==> config.mk <==
export PLATFORM = sky130hd
export DESIGN_NAME = bcc_div
export DESIGN_NICKNAME = d
export VERILOG_FILES = /design/src/rtl/bcc_pkg.sv /design/src/rtl/bcc_div.sv
export SDC_FILE = /design/constraint.sdc
export NUM_CORES = 1
export LEC_CHECK = 0
export BUFFER_PORTS_ARGS = -buffer_cell sky130_fd_sc_hd__buf_4
export CORE_UTILIZATION = 35
export DETAILED_ROUTE_END_ITERATION = 12
export PLACE_DENSITY_LB_ADDON = 0.1
export SYNTH_ARGS = -nofsm -noshare
export SYNTH_HDL_FRONTEND = slang
export SYNTH_SLANG_ARGS = --single-unit
export TNS_END_PERCENT = 50
==> constraint.sdc <==
create_clock -name clk -period 3.8 [get_ports clk]
set_input_delay 0.57 -clock clk [delete_from_list [all_inputs] [get_ports clk]]
set_output_delay 0.57 -clock clk [all_outputs]
set_load 0.05 [all_outputs]
==> src/rtl/bcc_pkg.sv <==
package bcc_pkg;

    // Subflow table size and index width
    localparam int MAX_SUBFLOWS = 8;
    localparam int SUB_W        = 3;

    // Segment size after reset
    localparam logic [15:0] SEG_SIZE_RESET = 16'd1460;

    // Item function codes
    localparam logic [1:0] FUNC_SET     = 2'd0;
    localparam logic [1:0] FUNC_ACK     = 2'd1;
    localparam logic [1:0] FUNC_LOSS    = 2'd2;
    localparam logic [1:0] FUNC_DISABLE = 2'd3;

    // Divider iteration count width
    localparam int DIV_N_W = 7;

    typedef struct packed {
        logic               start;
        logic [DIV_N_W-1:0] nbits;
        logic [63:0]        dividend;
        logic [39:0]        divisor;
    } div_req_t;

    typedef struct packed {
        logic        done;
        logic [63:0] quotient;
    } div_rsp_t;

endpackage

==> src/rtl/bcc_div.sv <==
// Restoring divider, one quotient bit per cycle.
// The dividend arrives left aligned; nbits steps are run.
module bcc_div (
    input  logic              clk,
    input  logic              rst_n,
    input  bcc_pkg::div_req_t req,
    output bcc_pkg::div_rsp_t rsp
);

    logic [63:0] q_reg;
    logic [39:0] rem_reg;
    logic [39:0] div_reg;
    logic [bcc_pkg::DIV_N_W-1:0] cnt_reg;
    logic        busy_reg;
    logic        done_reg;

    logic [40:0] trial;
    logic [40:0] diff;
    logic        fits;

    // Trial subtract of the shifted partial remainder
    assign trial = {rem_reg, q_reg[63]};
    assign diff  = trial - {1'b0, div_reg};
    assign fits  = (trial >= {1'b0, div_reg});

    // Iteration control
    always_ff @(posedge clk or negedge rst_n)
    begin
        if (!rst_n)
        begin
            cnt_reg  <= '0;
            busy_reg <= 1'b0;
            done_reg <= 1'b0;
        end
        else if (req.start)
        begin
            cnt_reg  <= req.nbits;
            busy_reg <= 1'b1;
            done_reg <= 1'b0;
        end
        else if (busy_reg)
        begin
            cnt_reg <= cnt_reg - 1'b1;
            if (cnt_reg == bcc_pkg::DIV_N_W'(1))
            begin
                busy_reg <= 1'b0;
                done_reg <= 1'b1;
            end
        end
        else
        begin
            done_reg <= 1'b0;
        end
    end

    // Datapath
    always_ff @(posedge clk)
    begin
        if (req.start)
        begin
            q_reg   <= req.dividend;
            rem_reg <= '0;
            div_reg <= req.divisor;
        end
        else if (busy_reg)
        begin
            rem_reg <= fits ? diff[39:0] : trial[39:0];
            q_reg   <= {q_reg[62:0], fits};
        end
    end

    assign rsp.done     = done_reg;
    assign rsp.quotient = q_reg;

endmodule

# Word level (Yosys, flattened, before mapping)
# Index checks and enable logic that the tools add are counted.
totals:
  reg_bits: 153
  in_bits: 114
  output_inout_bits: 65
  wordCells: 23
classes:
  n_eq_ne: 2
  addsub: 2
  mux: 11
  n_lt_le_gt_ge: 1
  n_reduce_logical: 1
ops:
  columns: ["operator", "n"]
  rows:
  - ["64-bit two-way mux", 2]
  - ["41-bit by 40-bit >= comparator with 1-bit output", 1]
  - ["40-bit two-way mux", 1]
  - ["40-bit subtractor", 1]
  - ["7-bit two-way mux", 2]
  - ["7-bit by 1-bit == test with 1-bit output (second input constant)", 1]
  - ["7-bit by 1-bit subtractor with 7-bit output (second input constant)", 1]
  - ["1-bit two-way mux", 6]
  - ["3-bit by 2-bit != test with 1-bit output (second input constant)", 1]
  - ["2-bit nonzero test", 1]

# Longest topological paths before layout
# Gate-level depths: netlist of the first run.
logic_depth:
  depth_word: 4
  ltp_mapped: 14
  mapped_depth_nobuf: 12

# Worst setup path before layout of the first run
# OpenSTA, ideal clock, no wires.
synth_path:
  kind: "register to register"
  startpoint: "register q_reg[63]"
  endpoint: "register rem_reg[38]"
  synth_period_minus_slack_ns: 3.235
  n_path_buf: 0
  required_ns: 3.683
  arrival_time_ns: 3.118
  setup_ns: 0.117
  setup_slack_ns: 0.565
  path_stages_with_launch: 13
  cell_sequence: "edfxtp_1 -> inv_1 -> ha_1 -> fa_1 -> nand2b_1 -> a21oi_1 -> o21ai_2 -> o41ai_4 -> a311oi_4 -> o31ai_2 -> and4_4 -> nor4_1 -> a22o_1"
synth_via:
  elab_chain_cells: 2
  word_cells_on_any_way: 3
  classes_between: "add/sub: 1; order compare: 1; mux: 1"
synth_rtl:
  columns: ["element", "line", "source"]
  rows:
  - ["from (decl)", "bcc_div.sv:10", "logic [63:0] q_reg;"]
  - ["from (signal assigned)", "bcc_div.sv:61", "q_reg <= req.dividend;"]
  - ["from (signal assigned)", "bcc_div.sv:68", "q_reg <= {q_reg[62:0], fits};"]
  - ["40-bit subtractor or 41-bit by 40-bit >= comparator with 1-bit output (tied branches)", "bcc_div.sv:23, bcc_div.sv:24", null]
  - ["40-bit two-way mux *", "bcc_div.sv:67", "rem_reg <= fits ? diff[39:0] : trial[39:0];"]
  - ["to (signal assigned)", "bcc_div.sv:67", null]
  - ["to (decl)", "bcc_div.sv:11", "logic [39:0] rem_reg;"]
# Mark *: on every way between the ends. The rest lies on a longest branch, timed or not.
# A chain may end at the register's enable or synchronous reset.

# Worst setup path after layout of the first run
# Ends and elaborated chain as after synthesis.

==> results by group, run 1 <==
Clocking
  – CTS resizes: 0
  – Clock Path Buffers: 2
  – Number of H-tree levels: 4
  – Number of setup buffers added after CTS: 0
  – Worst-Skew Late Latency: ~0.44 ns
  – Clk pin slew, worst setup/hold paths: 0.08 ns
  – CTS Buf Count: 17
  – Root buf cell: clkbuf_16
  – CTS tree: done
  – Hold Buf Count CTS: 1
  – Clock Sink Count: 153

Timing
  – Layout Skew: approximately 0.011 ns
  – RSZ-0062 raised after global routing: no
  – Slew Viols, Final: 0
  – Tcrit/Tclk final: 0.8675
  – Setup-failing EPs final: 0
  – Post-layout min period: between 3 and 4 ns
  – Peak Freq: ~300 MHz
  – Worst-Margin Slew: ~0.74 ns
  – Setup ws final: 0.5035 ns
  – Setup TNS Final: 0 ns
  – Normalized max-slew margin: 0.5091
  – Final Hold Fails: 0

Layout
  – Fill cells: around 2.3k
  – Multi-input gate area: 3938 µm²
  – # diodes: 0
  – Final net count: around 1.1k
  – Layout area overhead: 26.44%
  – Layout cells sized above 1: 0.3118
  – FF/Latch Area: between 4000 and 5000 µm²
  – Largest register FFs: between 60 and 70

Global route
  – Grt ovf: 0
  – First-pass GRT wire length: roughly 33 mm
  – Initial antenna violation count: 0
  – Vias in the first global route: around 6.5k
  – Largest net degree at the start of global routing: 69
  – Total Routing Usage GR: 0.1696

Critical path
  – Critical path, cell by cell: inv_1 > ha_1 > fa_1 > nand2b_1 > a21oi_1 > o21ai_2 > o41ai_4 > a311oi_4 > o31ai_2 > and4_4 > nor4_1 > a22o_1
  – Bufs and invs on worst path: 1
  – Startpoint Class: flop
  – Worst EP required: approximately 4.1 ns
  – CP peak stage delay: 0.48 ns
  – CP Max Fanout: 5
  – Delay-heaviest family, CP: compound AO/OA/AOI/OAI gates
  – CP max stage cell: o41ai_4
  – Critical Path AT: 3.63 ns
  – Worst Path Class, Setup: reg -> reg
  – Critical Path End Type: flop

Synth
  – Top cell type's share of synthesized area: 0.3669
  – Post-synthesis mux area share: 0.09084
  – Most instantiated cells after synthesis: edfxtp_1 (104), nand2_1 (93), mux2_2 (66)
  – Register area share after synthesis: 0.4874
  – Post-synthesis xor/xnor area fraction: 0.03704
  – Largest area contributor in the netlist: edfxtp_1
  – Synth Area in Compound Gates: 0.1510
  – Mapped Area: roughly 8500 µm²
  – Asr flop ratio synth: 0.05882
  – Ys flop type: edfxtp_1
  – Top-count cell post-synth: edfxtp_1
  – Synth warn: 0
  – Largest family of logic cells by synthesized area: compound AO/OA/AOI/OAI gates
  – Synth Register Bits: 153
  – Number of synthesized flops with an enable pin: about 100
  – Mapped Cells: about 800
  – Unique masters post-synth: 70
  – Post-Synth Simple-Gate Area: 0.1197
  – Top post-synthesis cells by area: edfxtp_1 (37%), dfxtp_1 (9.4%), mux2_2 (8.7%), ha_1 (6.2%), nand2_1 (4.1%)
  – Adder-Cell Fraction of Synth Area: 0.06409
  – Net Count, Synth: 953
  – Synthesized area per cell: 10.69 µm²

Detailed routing
  – Initial drt markers: 294
  – Drt pass-1 iters: 4
  – Vias per cell: between 4 and 5
  – WL final: ~20 mm
  – Post-detailed-route DRC marker count: 0
  – Final ANT Viol Nets: 0
  – DR WL/cell: 15.72 µm
  – Via count: between 6k and 7k

Pwr
  – VDD IR max: ~240 µV
  – Leakage: around 4.6 nW
  – Power per Cell Area: about 700 nW/µm²

Floorplan
  – Die span in y: roughly 160 µm
  – FP Rows: 56
  – Total die area: around 25000 µm²
  – Die W: about 160 µm
  – Ports: about 180
  – Initial core utilization: 0.3594
  – Core area: roughly 24000 µm²

Min path
  – Worst Hold Class: in -> reg

Status
  – Outcome: complete, no violations

Placed design
  – DP Wirelength: between 10 and 15 mm
  – GP Congestion: between 0.8 and 0.9
  – PortBufs: approximately 180
  – Pre-CTS worst setup slack: 0.5319 ns

Flow run
  – Max cap viols: 0
[placed cells by master (no fill, tap or decap), types with 4 or more instances in the layout]
cell / instances
a211oi_1: 8
a21o_1: 17
a21oi_1: 45
a311oi_1: 28
a31oi_1: 7
and2_1: 4
buf_4: 182
clkbuf_16: 17
clkinv_8: 4
dfrtp_1: 8
dfxtp_1: 40
edfxtp_1: 104
ha_1: 42
inv_1: 53
inv_8: 7
mux2_2: 66
nand2_1: 93
nand2b_1: 5
nand3_1: 12
nand4_1: 10
nor2_1: 58
nor2b_1: 4
nor3_1: 7
o21ai_0: 24
o21ai_1: 5
o21bai_1: 8
or3_1: 6
xnor2_1: 23
xor2_1: 13
[worst register-to-register path, stage by stage (launching register included)]
cell	delay (ns)
edfxtp_1	0.38
inv_1	0.05
ha_1	0.22
fa_1	0.38
nand2b_1	0.19
a21oi_1	0.27
o21ai_2	0.17
o41ai_4	0.48
a311oi_4	0.21
o31ai_2	0.34
and4_4	0.27
nor4_1	0.05
a22o_1	0.19
[final cells by class]
cell class | count | share of cell area
clock inverter | 15 | 0.01860
multi-input combinational | 549 | 0.3658
timing repair buffer | 187 | 0.1345
clock buffer | 17 | 0.03953
tap | 319 | 0.03708
inverter | 54 | 0.01883
sequential | 153 | 0.3856
[routing by layer]
metal,wire length [µm],GRT usage,part of all wire
met2,9155,0.2603,0.45
met5,0,0,0
met4,287,0.05266,0.014
met3,1380,0.06241,0.068
met1,9520,0.2210,0.47
[per-stage QoR]
stage	power [W]	area [µm²]	hold WS, ns	util	std cells
5_1_grt	0.008044	10760	0.2803	0.4545	1294
2_1_floorplan	0.004948	8512	0.2744	-	796
3_3_place_gp	0.005772	10130	0.4041	0.4276	1261
6_report	0.007514	10760	0.3056	0.4545	1294
3_5_place_dp	0.005731	10130	0.4026	0.4276	1261
4_1_cts	0.007584	10760	0.2842	0.4545	1294
[where the power goes]
part | internal (W) | switching [W] | total (W)
registers | 0.00215 | 0.000244 | 0.00239
logic | 0.00135 | 0.00197 | 0.00332
clock network | 0.000959 | 0.000841 | 0.00180
total | 0.00446 | 0.00305 | 0.00751
[logic make-up after synthesis]
group | after synthesis
compound gates | 179
mux | 69
simple gates | 222
buf+inv | 94
flops | 153
fa+ha+maj | 43
xor+xnor | 36
[final timing paths]
check | from | end | slack [ns] | depth (start not counted)
worst max register to register | q_reg[63]$_DFFE_PP_ | rem_reg[38]$_SDFFE_PP0P_ | 0.50 | 12
max in group asynchronous | rst_n | busy_reg$_DFF_PN0_ | 3.16 | 2
worst min-delay path | req[35] | div_reg[35]$_DFFE_PP_ | 0.31 | 1
min in group asynchronous | rst_n | cnt_reg[4]$_DFFE_PN0P_ | 0.49 | 2
worst max-delay path | q_reg[63]$_DFFE_PP_ | rem_reg[38]$_SDFFE_PP0P_ | 0.50 | 12
worst min register to register | rem_reg[16]$_SDFFE_PP0P_ | rem_reg[17]$_SDFFE_PP0P_ | 0.50 | 2
Note: power is estimated with default switching activity, not from simulation.
==> run 2: changes to the inputs <==
--- a/config.mk
+++ b/config.mk
@@ -5,9 +5,10 @@
 export SDC_FILE = /design/constraint.sdc
 export NUM_CORES = 1
 export LEC_CHECK = 0
-export BUFFER_PORTS_ARGS = -buffer_cell sky130_fd_sc_hd__buf_4
+export ABC_AREA = 1
 export CORE_UTILIZATION = 35
 export DETAILED_ROUTE_END_ITERATION = 12
+export DONT_BUFFER_PORTS = 1
 export PLACE_DENSITY_LB_ADDON = 0.1
 export SYNTH_ARGS = -nofsm -noshare
 export SYNTH_HDL_FRONTEND = slang
==> run 2 against run 1 <==
Net effect: cell area fell by 2.1%; clock power fell by 6%; sequential power rose by 9.2%; clock-buffer cell count rose by 2; first-iteration DRC count rose by 60%; synthesized cell count rose by 71%; register-to-register slack improved by 0.47 ns; sequential share of layout area rose by 0.81 points; fmax rose by 16%; non-clock buffer count fell by 179; routed wire length rose by 28%; critical endpoint is now rem_reg[39]$_SDFFE_PP0P_; largest cell class is now multi-input gates; largest power group unchanged.
==> results by group, run 2 <==
Synth
  – Mapped Area: 9663 µm² (+14%)
  – Asr flop ratio synth: 0.05882 (unchanged)
  – Mapped Cells: 1361 (+71%)
  – Unique masters post-synth: 39 (-44%)
  – Top post-synthesis cells by area: edfxtp_1 (32%), nand2_1 (23%), inv_1 (8.4%), dfxtp_1 (8.3%), ha_1 (5.4%)
  – Net Count, Synth: 1518 (+59%)
  – Largest area contributor in the netlist: edfxtp_1
  – Most instantiated cells after synthesis: nand2_1 (597), inv_1 (215), edfxtp_1 (104)
  – Synth warn: 0 (unchanged)
  – Ys flop type: edfxtp_1
  – Synthesized area per cell: 7.100 µm² (-34%)
  – Synth Register Bits: 153 (unchanged)
  – Top-count cell post-synth: nand2_1
  – Number of synthesized flops with an enable pin: 104 (unchanged)
  – Register area share after synthesis: 0.4294 (-0.05807)
  – Top cell type's share of synthesized area: 0.3232 (-0.04371)

Min path
  – Worst Hold Class: in -> reg
  – HP Start: req[10]
  – Hold Path Depth: 0 (-1)
  – Hold path endpoint: div_reg[10]$_DFFE_PP_

Detailed routing
  – Initial drt markers: 469 (+60%)
  – Final ANT Viol Nets: 0 (unchanged)
  – Vias per cell: 4.734 (-4.5%)
  – WL final: 26.03 mm (+28%)
  – DR WL/cell: 15.26 µm (-2.9%)
  – Via count: 8077 (+26%)
  – Drt pass-1 iters: 6 (+2)
  – Post-detailed-route DRC marker count: 0 (unchanged)

Floorplan
  – Total die area: 28280 µm² (+13%)
  – FP Rows: 60 (+7.1%)
  – Initial core utilization: 0.3575 (-0.001868)
  – Ports: 179 (unchanged)
  – Die span in y: 168.2 µm (+6.5%)
  – Die W: 168.2 µm (+6.5%)
  – Core area: 27030 µm² (+14%)

Critical path
  – Worst Path Class, Setup: reg -> reg
  – FF-to-FF path depth: 15 (+3)
  – Critical Path AT: 3.15 ns (-0.48 ns)
  – Slack of the worst reg-to-reg path: 0.97 ns (+0.47 ns)
  – Bufs and invs on worst path: 3 (+2)
  – Worst r2r dst: rem_reg[39]$_SDFFE_PP0P_
  – Critical Path End Type: flop
  – CP peak stage delay: 0.65 ns (+0.17 ns)
  – Startpoint Class: flop
  – Worst path most repeated cell: nand2_1
  – Worst EP required: 4.12 ns (about the same)
  – Delay-heaviest family, CP: simple AND/OR/NAND/NOR gates
  – CP max stage cell: edfxtp_1
  – R2R Path Start: q_reg[63]$_DFFE_PP_
  – CP Max Fanout: 29 (+24)
  – Critical path, cell by cell: inv_1 > ha_1 > nand2_1 > nor2_1 > nand2_1 > nor2_1 > nand3b_1 > nand2_2 > nor2_4 > buf_4 > nand3_1 > nand2_1 > clkinv_1 > nand2_1 > nand2_1

Timing
  – Normalized max-slew margin: 0.4168 (-0.09228)
  – Peak Freq: 353.4 MHz (+16%)
  – Layout Skew: 0.01907 ns (+0.008067 ns)
  – Setup TNS Final: 0 ns (unchanged)
  – Tcrit/Tclk final: 0.7447 (-0.1228)
  – Post-layout min period: 2.830 ns (-0.4666 ns)
  – RSZ-0062 raised after global routing: no
  – Worst-Margin Slew: 0.8748 ns (+0.1384 ns)
  – Setup ws final: 0.9702 ns (+0.4666 ns)
  – Setup-failing EPs final: 0 (unchanged)
  – Slew Viols, Final: 0 (unchanged)
  – Final Hold Fails: 0 (unchanged)
  – Hold_ws: 0.2178 ns (-0.08783 ns)

Placed design
  – GP Congestion: 0.8888 (+8.7%)
  – Pre-CTS worst setup slack: 0.9777 ns (+0.4458 ns)
  – DP Wirelength: 19.45 mm (+33%)
  – PortBufs: 0 (-100%)

Global route
  – Largest net degree at the start of global routing: 113 (+64%)
  – Grt ovf: 0 (unchanged)
  – Initial antenna violation count: 2 (+2)
  – Met2 Usage GRT: 0.3223 (+0.06195)
  – Vias in the first global route: 8238 (+28%)
  – Met1 Use GR: 0.2407 (+0.01963)
  – First-pass GRT wire length: 42.75 mm (+30%)
  – Total Routing Usage GR: 0.1942 (+0.02461)
  – GR Layer Usage met3: 0.06747 (+0.005051)
  – Busiest grt layer: met2

Layout
  – Largest register FFs: 64 (unchanged)
  – Layout cells sized above 1: 0.04835 (-0.2634)
  – Most frequent cells in the layout: nand2_1 (597), inv_1 (213), edfxtp_1 (104)
  – Fill cells: 2946 (+26%)
  – Final core occ: 0.3900 (-0.06450)
  – # diodes: 0 (unchanged)
  – Final net count: 1509 (+35%)
  – Most common cell after layout, fill and taps aside: nand2_1
  – Layout area overhead: 9.064%

Clocking
  – Worst-Skew Late Latency: 0.44 ns (about the same)
  – CTS resizes: 0 (unchanged)
  – CTS Buf Count: 17 (unchanged)
  – Clk pin slew, worst setup/hold paths: 0.07 ns (about the same)
  – Root buf cell: clkbuf_16
  – Clock Sink Count: 153 (unchanged)
  – Number of H-tree levels: 4 (unchanged)
  – Clock Path Buffers: 2 (unchanged)
  – CTS tree: done

Flow run
  – Max cap viols: 0 (unchanged)

Pwr
  – Total Power: 0.007727 W (+2.8%)
  – Power per Cell Area: 733.2 nW/µm² (+5.0%)
  – Leakage: 5.408 nW (+17%)
  – VDD IR max: 326.8 µV (+38%)

Status
  – Outcome: complete, no violations
run 2: worst register-to-register path: cells and delay by family, from the launching register on:
| family | cells | cell delay (ns) |
|---|---|---|
| AND/OR/NAND/NOR | 11 | 1.09 |
| buffers and inverters | 3 | 0.63 |
| adder cells (fa/ha/maj) | 1 | 0.33 |
| flip-flops | 1 | 0.65 |
run 2: cells by family (layout without fill, tap and decap cells):
group	Yosys count	count (layout)	synth area share
AOI/OAI and AO/OA	68	68	0.03923
xor gates and xnor gates	26	26	0.02357
adders and majority gates	43	43	0.05645
buffers and inverters	261	265	0.1068
DFF	153	153	0.4294
and+or+nand+nor	810	810	0.3446
run 2: how the worst max path moves through the flow:
stage	cells after the start	slack, ns	endpoint	from
floorplan	4	0.32	q_reg[0]$_DFFE_PP_	req[111]
global placement	15	1.01	rem_reg[39]$_SDFFE_PP0P_	q_reg[63]$_DFFE_PP_
detailed placement	15	0.98	rem_reg[39]$_SDFFE_PP0P_	q_reg[63]$_DFFE_PP_
CTS	15	0.94	rem_reg[39]$_SDFFE_PP0P_	q_reg[63]$_DFFE_PP_
global route	15	0.68	rem_reg[39]$_SDFFE_PP0P_	q_reg[63]$_DFFE_PP_
finish	15	0.97	rem_reg[39]$_SDFFE_PP0P_	q_reg[63]$_DFFE_PP_
run 2: repair_timing:
item,4_1_cts,5_1_grt
buffers inserted,0,0
hold endpoints to repair,9,0
hold buffers,1,0
run 2: power breakdown:
group | switching (W) | leakage (nW) | internal (W)
sequential | 0.000488 | 1.53 | 0.00213
combinational | 0.00220 | 3.60 | 0.00122
clock | 0.000809 | 0.280 | 0.000888
run 2: metrics by stage:
stage / instances / cell area [µm²]
global placement: 1673 / 9958
detailed placement: 1673 / 9958
global route: 1706 / 10540
floorplan: 1361 / 9663
CTS: 1706 / 10540
finish: 1706 / 10540
run 2: final cells by class:
cell class / count / area, µm² / area share
Multi-Input combinational cell: 947 / 4484 / 0.4255
Clock buffer: 19 / 442.9 / 0.04203
Timing Repair Buffer: 8 / 62.56 / 0.005936
Sequential cell: 153 / 4149 / 0.3937
Inverter: 225 / 845.8 / 0.08026
Tap cell: 341 / 426.7 / 0.04048
Clock inverter: 13 / 127.6 / 0.01211
run 2: metal layers:
metal / wire length [µm] / share of wire
met3: 2182 / 0.084
met5: 8 / 0.00031
met1: 11580 / 0.44
met4: 291 / 0.011
met2: 11970 / 0.46
